--- src/rtl/core/gps_pkg.sv ---
// Shared types, codes and constant tables for the gamepad poll sequencer.
// Used by gps_decide and gamepad_poll_sequencer; depends on nothing else.
package gps_pkg;

	// Default length of a read frame in bytes.
	localparam int FRAME_BYTES_DEF = 9;

	// Command codes of a request.
	localparam logic CMD_POLL = 1'b0;
	localparam logic CMD_BYTE = 1'b1;

	// Configuration register indexes.
	localparam logic REG_REINIT_THRESHOLD = 1'b0;
	localparam logic REG_MODE_LOCK        = 1'b1;

	// Reset values of the configuration registers.
	localparam logic [3:0] REINIT_THRESHOLD_RST = 4'd3;
	localparam logic [7:0] MODE_LOCK_RST        = 8'h03;

	// Result status codes.
	localparam logic [2:0] ST_BUSY        = 3'd0;
	localparam logic [2:0] ST_POLL_OK     = 3'd1;
	localparam logic [2:0] ST_BAD_HEADER  = 3'd2;
	localparam logic [2:0] ST_DIGITAL     = 3'd3;
	localparam logic [2:0] ST_OTHER_MODE  = 3'd4;
	localparam logic [2:0] ST_CONFIG_DONE = 3'd5;
	localparam logic [2:0] ST_IGNORED     = 3'd6;

	// Bytes of the link protocol.
	localparam logic [7:0] HEADER_OK        = 8'h5A;
	localparam logic [7:0] MODE_DIGITAL     = 8'h41;
	localparam logic [7:0] MODE_ANALOG_RED  = 8'h73;
	localparam logic [7:0] MODE_ANALOG_PRES = 8'h79;
	localparam logic [7:0] CMD_START        = 8'h01;
	localparam logic [7:0] CMD_READ         = 8'h42;
	localparam logic [3:0] COUNT_MAX        = 4'd15;

	// Index of the last of the configuration commands in one initialization.
	localparam logic [1:0] LAST_INIT_STEP = 2'd2;
	// Position of the mode lock byte within the set-mode command.
	localparam logic [3:0] MODE_LOCK_POS  = 4'd4;
	// Number of stored frame bytes (buttons and four sticks).
	localparam int         FB_DEPTH       = 6;

	typedef struct packed {
		logic       command;
		logic [7:0] rx_byte;
	} in_item_t;

	typedef struct packed {
		logic [7:0]  tx_byte;
		logic        select_active;
		logic        frame_end;
		logic [2:0]  status;
		logic [15:0] buttons;
		logic [7:0]  right_x;
		logic [7:0]  right_y;
		logic [7:0]  left_x;
		logic [7:0]  left_y;
		logic        analog_mode;
	} out_item_t;

	// Control state of the sequencer, apart from the byte position.
	typedef struct packed {
		logic       open;
		logic [1:0] init_step;
		logic       init_pending;
		logic [7:0] mode_seen;
		logic [3:0] invalid_count;
		logic       analog;
	} ctl_state_t;

	// Length in bytes of a configuration command.
	function automatic logic [3:0] cfg_len(input logic [1:0] step);
		logic [3:0] len;
		len = (step == 2'd0) ? 4'd5 : 4'd9;
		return len;
	endfunction

	// Fixed bytes of the three configuration commands: enter config, set mode,
	// exit config. The position must be below nine.
	function automatic logic [7:0] cfg_byte(input logic [1:0] step, input logic [3:0] idx);
		logic [7:0] b;
		b = 8'h00;
		case (step)
			2'd0, 2'd1: begin
				if (idx == 4'd0) b = 8'h01;
				else if (idx == 4'd1) b = (step == 2'd0) ? 8'h43 : 8'h44;
				else if (idx == 4'd3) b = 8'h01;
			end
			2'd2: begin
				if (idx == 4'd0) b = 8'h01;
				else if (idx == 4'd1) b = 8'h43;
				else if (idx >= 4'd4) b = 8'h5A;
			end
			default: b = 8'h00;
		endcase
		return b;
	endfunction

endpackage

--- src/rtl/core/gamepad_poll_sequencer.sv ---
// Top level of the gamepad poll sequencer: request and result registers,
// sequencer state and configuration registers. Depends on gps_pkg and gps_decide.
//
// The sequencer takes one request per clock cycle and gives exactly one result
// for each. A request is either a poll, which opens a transaction and yields the
// first byte to send, or the report of an exchanged byte, which yields the next
// byte to send or closes the transaction with a status. A request is captured
// in an input register and, once the result register is free or being emptied,
// the decision logic reads it together with the sequencer state and writes both
// the new state and the result register. Because the state is updated in that
// same cycle, requests may follow one another on every clock with no gap, and the
// sustained rate is one request per cycle for as long as results are taken.
// The result register and the input register form two slots, so a new request
// is still taken while a finished result waits for its consumer. After reset the
// sequencer runs the three configuration commands (enter config, set mode, exit
// config) as its first three transactions, and repeats them whenever the count
// of digital-mode replies in a row reaches the re-initialization threshold.
// Configuration registers are written through cfg_we, cfg_index and cfg_data:
// index 0 is the threshold (low four bits of the data), index 1 the mode lock
// byte of the set-mode command. They should be written only while the block is
// idle.
module gamepad_poll_sequencer #(
	parameter int FRAME_BYTES = gps_pkg::FRAME_BYTES_DEF
) (
	input  logic                clk,
	input  logic                arst_n,
	input  logic                req_valid,
	output logic                req_stall,
	input  gps_pkg::in_item_t   req,
	output logic                rsp_valid,
	input  logic                rsp_stall,
	output gps_pkg::out_item_t  rsp,
	input  logic                cfg_we,
	input  logic                cfg_index,
	input  logic [7:0]          cfg_data
);

	localparam int POS_W = $clog2(FRAME_BYTES);

	// Input register.
	logic                                valid_s1;
	gps_pkg::in_item_t                   item_s1;

	// Result register.
	logic                                rsp_valid_q;
	gps_pkg::out_item_t                  rsp_q;

	// Sequencer state.
	gps_pkg::ctl_state_t                 st_q;
	logic [POS_W-1:0]                    pos_q;
	logic [gps_pkg::FB_DEPTH-1:0][7:0]   fb_q;

	// Configuration registers.
	logic [3:0]                          reinit_threshold_q;
	logic [7:0]                          mode_lock_q;

	// Decision outputs.
	gps_pkg::ctl_state_t                 st_n;
	logic [POS_W-1:0]                    pos_n;
	logic                                fb_we;
	logic [2:0]                          fb_idx;
	gps_pkg::out_item_t                  res;

	logic                                advance;
	logic                                accept;

	// The captured request moves on whenever the result register is free or
	// being emptied in this cycle.
	assign advance   = valid_s1 && (!rsp_valid_q || !rsp_stall);
	assign req_stall = valid_s1 && !advance;
	assign accept    = req_valid && !req_stall;

	assign rsp_valid = rsp_valid_q;
	assign rsp       = rsp_q;

	gps_decide #(
		.FRAME_BYTES(FRAME_BYTES)
	) u_decide (
		.item              (item_s1),
		.st                (st_q),
		.pos               (pos_q),
		.fb                (fb_q),
		.reinit_threshold  (reinit_threshold_q),
		.mode_lock_setting (mode_lock_q),
		.st_n              (st_n),
		.pos_n             (pos_n),
		.fb_we             (fb_we),
		.fb_idx            (fb_idx),
		.res               (res)
	);

	// Handshake and sequencer state.
	always_ff @(posedge clk or negedge arst_n) begin
		if (!arst_n) begin
			valid_s1    <= 1'b0;
			rsp_valid_q <= 1'b0;
			st_q        <= '{open: 1'b0, init_step: 2'd0, init_pending: 1'b1,
				mode_seen: 8'h00, invalid_count: 4'd0, analog: 1'b0};
			pos_q       <= '0;
		end else begin
			if (accept) begin
				valid_s1 <= 1'b1;
			end else if (advance) begin
				valid_s1 <= 1'b0;
			end

			if (advance) begin
				rsp_valid_q <= 1'b1;
				st_q        <= st_n;
				pos_q       <= pos_n;
			end else if (!rsp_stall) begin
				rsp_valid_q <= 1'b0;
			end
		end
	end

	// Payload registers need no reset. Each stored frame byte is written earlier in
	// the frame before it is reported, or is taken straight from the closing exchange.
	always_ff @(posedge clk) begin
		if (accept) begin
			item_s1 <= req;
		end
		if (advance) begin
			rsp_q <= res;
			if (fb_we) begin
				fb_q[fb_idx] <= item_s1.rx_byte;
			end
		end
	end

	// Configuration registers.
	always_ff @(posedge clk or negedge arst_n) begin
		if (!arst_n) begin
			reinit_threshold_q <= gps_pkg::REINIT_THRESHOLD_RST;
			mode_lock_q        <= gps_pkg::MODE_LOCK_RST;
		end else if (cfg_we) begin
			unique case (cfg_index)
				gps_pkg::REG_REINIT_THRESHOLD: reinit_threshold_q <= cfg_data[3:0];
				gps_pkg::REG_MODE_LOCK:        mode_lock_q        <= cfg_data;
			endcase
		end
	end

endmodule

--- src/rtl/core/gps_decide.sv ---
// Per-byte decision logic of the gamepad poll sequencer: next state and result.
// Purely combinational; depends on gps_pkg.
module gps_decide #(
	parameter int FRAME_BYTES = gps_pkg::FRAME_BYTES_DEF,
	localparam int POS_W = $clog2(FRAME_BYTES)
) (
	input  gps_pkg::in_item_t                         item,
	input  gps_pkg::ctl_state_t                       st,
	input  logic [POS_W-1:0]                          pos,
	input  logic [gps_pkg::FB_DEPTH-1:0][7:0]         fb,
	input  logic [3:0]                                reinit_threshold,
	input  logic [7:0]                                mode_lock_setting,
	output gps_pkg::ctl_state_t                       st_n,
	output logic [POS_W-1:0]                          pos_n,
	output logic                                      fb_we,
	output logic [2:0]                                fb_idx,
	output gps_pkg::out_item_t                        res
);

	localparam logic [POS_W:0] FRAME_N = (POS_W + 1)'(FRAME_BYTES);

	logic [1:0]                          cur_step;
	logic [POS_W:0]                      pos_inc;
	logic [POS_W-1:0]                    due_pos;
	logic [7:0]                          due_byte;
	logic [3:0]                          count_inc;
	logic                                closing;
	logic [gps_pkg::FB_DEPTH-1:0][7:0]   fb_view;
	logic [POS_W-1:0]                    fb_off;
	logic                                fb_in_range;

	assign cur_step  = (st.init_step > gps_pkg::LAST_INIT_STEP) ? 2'd0 : st.init_step;
	assign pos_inc   = {1'b0, pos} + (POS_W + 1)'(1);
	assign count_inc = (st.invalid_count < gps_pkg::COUNT_MAX) ?
		st.invalid_count + 4'd1 : st.invalid_count;
	assign fb_off    = pos - POS_W'(3);
	assign fb_in_range = (pos >= POS_W'(3)) && (pos <= POS_W'(8));

	// Position whose byte is sent next.
	always_comb begin
		if (item.command == gps_pkg::CMD_POLL) begin
			due_pos = st.open ? pos : '0;
		end else begin
			due_pos = pos_inc[POS_W-1:0];
		end
	end

	always_comb begin
		due_byte = 8'h00;
		if (st.init_pending) begin
			if (due_pos < POS_W'(9)) begin
				if (cur_step == 2'd1 && due_pos[3:0] == gps_pkg::MODE_LOCK_POS) begin
					due_byte = mode_lock_setting;
				end else begin
					due_byte = gps_pkg::cfg_byte(cur_step, due_pos[3:0]);
				end
			end
		end else if (due_pos == '0) begin
			due_byte = gps_pkg::CMD_START;
		end else if (due_pos == POS_W'(1)) begin
			due_byte = gps_pkg::CMD_READ;
		end
	end

	// The last stored byte may arrive in the closing exchange itself.
	always_comb begin
		for (int k = 0; k < gps_pkg::FB_DEPTH; k++) begin
			fb_view[k] = (fb_in_range && fb_off[2:0] == 3'(k)) ? item.rx_byte : fb[k];
		end
	end

	always_comb begin
		st_n    = st;
		pos_n   = pos;
		fb_we   = 1'b0;
		fb_idx  = fb_off[2:0];
		closing = 1'b0;
		res     = '0;

		if (item.command == gps_pkg::CMD_POLL) begin
			if (st.open) begin
				res.status = gps_pkg::ST_IGNORED;
			end else begin
				st_n.open = 1'b1;
				pos_n     = '0;
			end
			res.tx_byte       = due_byte;
			res.select_active = 1'b1;
		end else if (!st.open) begin
			res.status = gps_pkg::ST_IGNORED;
		end else if (st.init_pending) begin
			if (pos_inc >= (POS_W + 1)'(gps_pkg::cfg_len(cur_step))) begin
				st_n.open     = 1'b0;
				pos_n         = '0;
				res.frame_end = 1'b1;
				res.status    = gps_pkg::ST_CONFIG_DONE;
				if (cur_step >= gps_pkg::LAST_INIT_STEP) begin
					st_n.init_pending  = 1'b0;
					st_n.init_step     = 2'd0;
					st_n.invalid_count = 4'd0;
					st_n.analog        = 1'b0;
				end else begin
					st_n.init_step = cur_step + 2'd1;
				end
			end else begin
				pos_n             = pos_inc[POS_W-1:0];
				res.tx_byte       = due_byte;
				res.select_active = 1'b1;
			end
		end else begin
			if (pos == POS_W'(1)) begin
				st_n.mode_seen = item.rx_byte;
			end else if (pos == POS_W'(2)) begin
				if (item.rx_byte != gps_pkg::HEADER_OK) begin
					st_n.analog = 1'b0;
					res.status  = gps_pkg::ST_BAD_HEADER;
					closing     = 1'b1;
				end else if (st.mode_seen != gps_pkg::MODE_ANALOG_RED &&
						st.mode_seen != gps_pkg::MODE_ANALOG_PRES) begin
					st_n.analog = 1'b0;
					closing     = 1'b1;
					if (st.mode_seen == gps_pkg::MODE_DIGITAL) begin
						res.status         = gps_pkg::ST_DIGITAL;
						st_n.invalid_count = count_inc;
						if (count_inc >= reinit_threshold) begin
							st_n.init_pending = 1'b1;
							st_n.init_step    = 2'd0;
						end
					end else begin
						res.status         = gps_pkg::ST_OTHER_MODE;
						st_n.invalid_count = 4'd0;
					end
				end else begin
					st_n.analog        = 1'b1;
					st_n.invalid_count = 4'd0;
				end
			end else if (pos >= POS_W'(3)) begin
				fb_we = (pos <= POS_W'(8));
				if (pos_inc >= FRAME_N) begin
					closing     = 1'b1;
					res.status  = gps_pkg::ST_POLL_OK;
					res.buttons = {fb_view[0], fb_view[1]};
					res.right_x = fb_view[2];
					res.right_y = fb_view[3];
					res.left_x  = fb_view[4];
					res.left_y  = fb_view[5];
				end
			end

			if (closing) begin
				st_n.open     = 1'b0;
				pos_n         = '0;
				res.frame_end = 1'b1;
			end else begin
				pos_n             = pos_inc[POS_W-1:0];
				res.tx_byte       = due_byte;
				res.select_active = 1'b1;
			end
		end

		res.analog_mode = st_n.analog;
	end

endmodule
--- config.mk ---
export PLATFORM = sky130hd
export DESIGN_NAME = gamepad_poll_sequencer
export DESIGN_NICKNAME = d
export VERILOG_FILES = /design/src/rtl/core/gps_pkg.sv /design/src/rtl/core/gamepad_poll_sequencer.sv /design/src/rtl/core/gps_decide.sv
export SDC_FILE = /design/constraint.sdc
export NUM_CORES = 1
export LEC_CHECK = 0
export BUFFER_PORTS_ARGS = -buffer_cell sky130_fd_sc_hd__buf_2
export CELL_PAD_IN_SITES_DETAIL_PLACEMENT = 0
export CELL_PAD_IN_SITES_GLOBAL_PLACEMENT = 1
export CORE_MARGIN = 2
export CORE_UTILIZATION = 47
export DETAILED_ROUTE_END_ITERATION = 6
export PLACE_DENSITY = 0.82
export SYNTH_ARGS = -nofsm -noshare
export SYNTH_HDL_FRONTEND = slang
export SYNTH_SLANG_ARGS = --single-unit
--- constraint.sdc ---
create_clock -name clk -period 4.6 [get_ports clk]
set_clock_uncertainty 0.1 [all_clocks]
set_input_delay 0.69 -clock clk [delete_from_list [all_inputs] [get_ports clk]]
set_output_delay 0.69 -clock clk [all_outputs]
set_load 0.05 [all_outputs]
==> Yosys cells after proc, flatten, opt, wreduce, memory -nomap -nowiden <==
Index checks and enable logic that the tools add are counted.
{ "word_totals": {"ff_bits": 154} }
{ "op_classes": {"reduce_logical": 37, "muxes": 99, "add_sub_neg": 4, "order_cmp": 12, "bitwise": 4, "eq_ne": 22} }
{ "op_table": {"columns": ["op", "count"], "rows": [
  ["$mux 51", 7],
  ["$mux 8", 17],
  ["$mux 4", 14],
  ["$mux 49", 1],
  ["$bwmux 48", 1],
  ["$mux 48", 1],
  ["$mux 3", 14],
  ["$mux 5", 6],
  ["$mux 9", 3],
  ["$mux 1", 26],
  ["$demux 8 s3", 1],
  ["$ne 8x7->1 const B", 3],
  ["$mux 17", 1],
  ["$pmux 8 s2", 1],
  ["$mux 7", 2],
  ["$logic_and 1x1->1", 13],
  ["$mux 13", 1],
  ["$mux 10", 1],
  ["$reduce_and 10->1", 1],
  ["$reduce_and 2->1", 5],
  ["$reduce_bool 2->1", 5],
  ["$eq 4x1->1 const B", 2],
  ["$eq 4x2->1 const B", 2],
  ["$eq 8x7->1 const B", 1],
  ["other kinds (35)", 49]
]} }

==> Depth between registers and ports, before layout <==
{ "logic_depth": {"depth_word": 16, "mapped_depth": 11, "mapped_depth_nobuf": 10} }

==> By module <==
A second synthesis with hierarchy kept.
{ "unflattened": {"hier_cells": 577, "hier_area_um2": 7352.1} }
{ "by_module_without_submodules": {"columns": ["mod", "cells_each", "area_each_um2", "instances"], "rows": [
  ["gamepad_poll_sequencer", 207, 5059.9, 1],
  ["gps_decide", 370, 2292.2, 1]
]} }

==> Least setup slack after synthesis <==
Ideal clock, no wire load.
{ "synth_timing": {"kind": "in2reg", "from": "input rsp_stall", "to": "register fb_q[0] in the netlist's numbering (enable)", "path_buffers": 0, "required_time_ns": 4.117, "setup_slack_ns": 0.911, "t_arrival_ns": 3.206, "cell_stages": 5, "cell_sequence": "nand2_1 -> nand2_1 -> inv_1 -> nand4_1 -> nor3_1"} }
{ "synth_via": {"elab_chain_len": 4} }
{ "synth_rtl": {"columns": ["element", "line_no", "rtl"], "rows": [
  ["from (decl)", "gamepad_poll_sequencer.sv:31", "input logic rsp_stall,"],
  ["$logic_not 1->1", null, null],
  ["$logic_or 1x1->1", "gamepad_poll_sequencer.sv:69", "assign advance = valid_s1 && (!rsp_valid_q || !rsp_stall);"],
  ["$logic_and 1x1->1", "gamepad_poll_sequencer.sv:69", null],
  ["via advance", "gamepad_poll_sequencer.sv:64", "logic advance;"],
  ["$reduce_and 2->1 (no source line)", null, null],
  ["to (signal, indexed assignment)", "gamepad_poll_sequencer.sv:126", "fb_q[fb_idx] <= item_s1.rx_byte;"],
  ["to (decl)", "gamepad_poll_sequencer.sv:51", "logic [gps_pkg::FB_DEPTH-1:0][7:0] fb_q;"]
]} }
The timed path passes the listed nets, and every way through them passes these cells.
A chain may end at the register's enable or synchronous reset.

==> Worst setup path after layout <==
{ "layout_timing": {"from": "register pos_q[0]", "to": "register rsp_q, in the netlist rsp[6] (data pin)"} }
{ "layout_via": {"elab_chain_len": 11} }
{ "layout_rtl": {"columns": ["element", "line_no", "rtl"], "rows": [
  ["from (decl)", "gamepad_poll_sequencer.sv:50", "logic [POS_W-1:0] pos_q;"],
  ["from (signal assigned)", "gamepad_poll_sequencer.sv:110", "pos_q <= pos_n;"],
  ["parallel branches: the longest is 11 deep, another holds $add 4x1->5", null, null],
  ["to (signal assigned)", "gamepad_poll_sequencer.sv:124", "rsp_q <= res;"],
  ["to (decl)", "gamepad_poll_sequencer.sv:46", "gps_pkg::out_item_t rsp_q;"]
]} }
Parallel ways; which one is timed is not known. The select of a mux whose other input is x is not followed.

==> metrics.md <==
| Metric | Value |
|---|---|
| Outcome | finished, final reports clean |
| Number of filler instances in the final layout | 1226 |
| Area leader, netlist | sky130_fd_sc_hd__edfxtp_1 |
| Floorplan Core Area | 0.01453 mm^2 |
| Total area of multi-input combinational cells | 0.002362 mm^2 |
| Total Routing Usage GR | 19.67% |
| Post_cts resized | 0 |
| Critical-path top delay cell | sky130_fd_sc_hd__dfrtp_1 |
| Deepest level of the CTS H-tree | 4 |
| R2R cell count | 9 |
| Starting DRC count in detailed routing | 529 |
| Max_slew headroom | 46.34% |
| Avg Inst Size Synth | 12.41 um^2 |
| Reg-to-Reg Start | pos_q[0] |
| Worst skew pair latency | 0.43 ns |
| Maximum clock path buffer count | 2 |
| Arrival time at the worst endpoint | 3.56 ns |
| Vert. Die Dim | 126.0 um |
| Routed via count divided by cell count | 5.668 |
| Final ANT Viol Nets | 0 |
| Largest net degree at the start of global routing | 38 |
| Unique masters post-synth | 61 |
| Count leader, synth | sky130_fd_sc_hd__edfxtp_1 |
| Final core utilization | 56.40% |
| Worst supply voltage drop on vdd | 348.5 uV |
| Critical Path Sink Type | flip-flop |
| Share of final-layout standard cells stronger than drive strength 1 | 24.10% |
| Final net count | 694 |
| Cells along the critical path | inv_1 -> ha_1 -> or4b_1 -> a21oi_1 -> a31oi_1 -> o21a_1 -> nand2_1 -> buf_12 -> nor2_1 |
| DIE AREA | 0.01588 mm^2 |
| Sequential fraction of the synthesis area | 63.68% |
| Number of warnings issued by yosys | 0 |
| Destination of the worst register-to-register timing path | rsp[6] |
| Most used flip-flop cell after synthesis | sky130_fd_sc_hd__edfxtp_1 |
| Number of enable-type register cells in the synthesized netlist | 119 |
| Overall die width | 126.0 um |
| Startpoint class of the critical path | flip-flop |
| Synthesized netlist net count | 603 |
| Hold WC Path Type | in -> async |
| Power per unit of standard cell area | 547.5 mW/mm^2 |
| Tmin final | 3.482 ns |
| Worst-path clk slew | 0.06 ns |
| Postcts setup bufs | 0 |
| Fraction of registers with async set/reset | 22.73% |
| Tot Pwr | 4487 uW |
| Synth Cell Area | 0.006997 mm^2 |
| Site row count | 44 |
| Max-capacitance violation count | 0 |
| Number of buffers added on ports | 86 |
| Most numerous cell types in the synthesized netlist | sky130_fd_sc_hd__edfxtp_1 (119), sky130_fd_sc_hd__nand2_1 (66), sky130_fd_sc_hd__nand3_1 (48) |
| Number of clock buffers inserted by TritonCTS | 17 |
| Setup repair after global routing missed its margin | no |
| Number of detailed-route iterations in the first pass | 5 |
| Sink count of the clock tree | 154 |
| Number of synthesized register bits | 154 |
| Synth top area cells | sky130_fd_sc_hd__edfxtp_1 (51%), sky130_fd_sc_hd__dfrtp_1 (11%), sky130_fd_sc_hd__nand2_1 (3.5%) |
| Initial antenna violation count | 0 |
| Detailed-route wire length | 14960 um |
| Tightest hold margin | 0.2477 ns |
| Half-perimeter wire length after detailed placement | 10010 um |
| Global-route wire length before repair | 24290 um |
| Combined flip-flop and latch cell area | 0.004456 mm^2 |
| Residual DRC | 0 |
| Vias in the first global route | 4788 |
| Diodes inserted | 0 |
| Setup-failing EPs final | 0 |
| Setup Crit Path Kind | reg -> reg |
| Final Hold Violating Endpoints | 0 |
| Peak Freq | 287.2 MHz |
| Sum of negative setup slack | 0 ns |
| Worst-margin pin slew | 0.8048 ns |
| Max FO, Critical Path | 32 |
| Area growth from synthesis to layout | 17.15% |
| Average detailed-routed wire length per instance | 17.56 um |
| Count of hold-fix buffers inserted at cts | 0 |
| Portion of synthesized cell area occupied by the leading cell type | 51.07% |
| Period utilisation layout | 75.69% |
| Max Transition Viols Final | 0 |
| Initial Utilization | 48.14% |
| CTS tree | built |
| Worst path max stage delay | 0.69 ns |
| Clock root cell | sky130_fd_sc_hd__clkbuf_16 |
| DR vias | 4829 |
| Synth Instances | 564 |
| Last weighted congestion value of the routability-driven placer | 0.8392 |
| Leakage power | 0.003324 uW |
| Boundary Pins | 87 |
| Required time at the endpoint of the critical path | 4.68 ns |
| Total congestion overflow after global routing | 0 |
| Register-to-register path setup slack | 1.12 ns |
==> where the power goes <==
group	internal, uW	total (uW)	switching [uW]
Sequential	1700	1860	156
Combinational	393	1280	886
Clock	790	1350	562
==> worst max-delay path: cells and delay by family, from the launching register on <==
family / cells / cell delay, ns
fa+ha+maj: 1 / 0.49
flops: 1 / 0.69
buf+inv: 2 / 0.45
compound gates: 3 / 0.37
simple gates: 3 / 1.14
==> how the worst max path moves through the flow <==
stage               from  endpoint  slack (ns)
3_5_place_dp    pos_q[0]   st_q[1]        1.19
4_1_cts         pos_q[0]    rsp[6]        1.14
3_3_place_gp    pos_q[0]   rsp[15]        1.26
2_1_floorplan  rsp_stall   fb_q[0]        0.91
6_report        pos_q[0]    rsp[6]        1.12
5_1_grt         pos_q[0]   st_q[4]        0.75
==> area by class of cell <==
cell class | instances | share of cell area (%)
clock buffer | 22 | 6.182
multi-input combinational | 371 | 28.82
inverter | 17 | 0.7785
tap | 184 | 2.809
sequential | 154 | 54.36
clock inverter | 10 | 0.9159
timing repair buffer | 94 | 6.136
==> kinds of logic (layout without fill, tap and decap cells) <==
logic type      count (synthesis)  after routing  synth area share (%)
mux                            38             38                 5.973
buf+inv                        39            143                 2.557
xor+xnor                        6              6                0.7511
fa+ha+maj                      16             16                 2.861
flops                         154            154                 63.68
compound gates                105            105                 9.460
simple gates                  206            206                 14.72
==> state kept, by name (all words and copies together), names as in the netlist <==
signal and flops:
rsp_valid 1, mode_lock_q 8, rsp 62, pos_q 4, item_s1 9, valid_s1 1, fb_q 48, st_q 17
reinit_threshold_q 4
==> through the flow <==
step	cells	cell area (um^2)	setup WS [ns]
2_1_floorplan	564	6997	0.9107
3_3_place_gp	820	7615	1.256
3_5_place_dp	820	7615	1.189
4_1_cts	852	8197	1.140
5_1_grt	852	8197	0.7473
6_report	852	8197	1.118
==> per-layer routing <==
| layer | part of all wire, % | up-vias | track usage (%) |
|---|---|---|---|
| met3 | 6.3 | 33 | 4.970 |
| met2 | 48 | 177 | 30.90 |
| met5 | 0 | - | 0 |
| met4 | 2.4 | 0 | 8.468 |
| li1 | - | 2288 | - |
| met1 | 43 | 2331 | 26.18 |
==> cell usage in the layout (no fill, tap or decap), drive strengths merged, types with 2 or more instances in the layout <==
master	count
nand3	48
nand2b	9
a22oi	2
inv	24
o21a	3
xor2	2
and2	7
and3b	2
nand2	66
nor3	8
nor2b	5
nand4	4
and4	3
nand3b	3
xnor2	4
a31oi	5
mux2i	17
mux2	20
a21oi	44
or4b	2
a21o	4
clkinv	3
o21ai	23
dfstp	5
nor2	32
clkbuf	22
and3	4
ha	16
nor4	5
edfxtp	119
o31ai	7
o221ai	4
and4bb	2
nor3b	2
buf	94
dfrtp	30
Power figures use the tool's default switching activity.
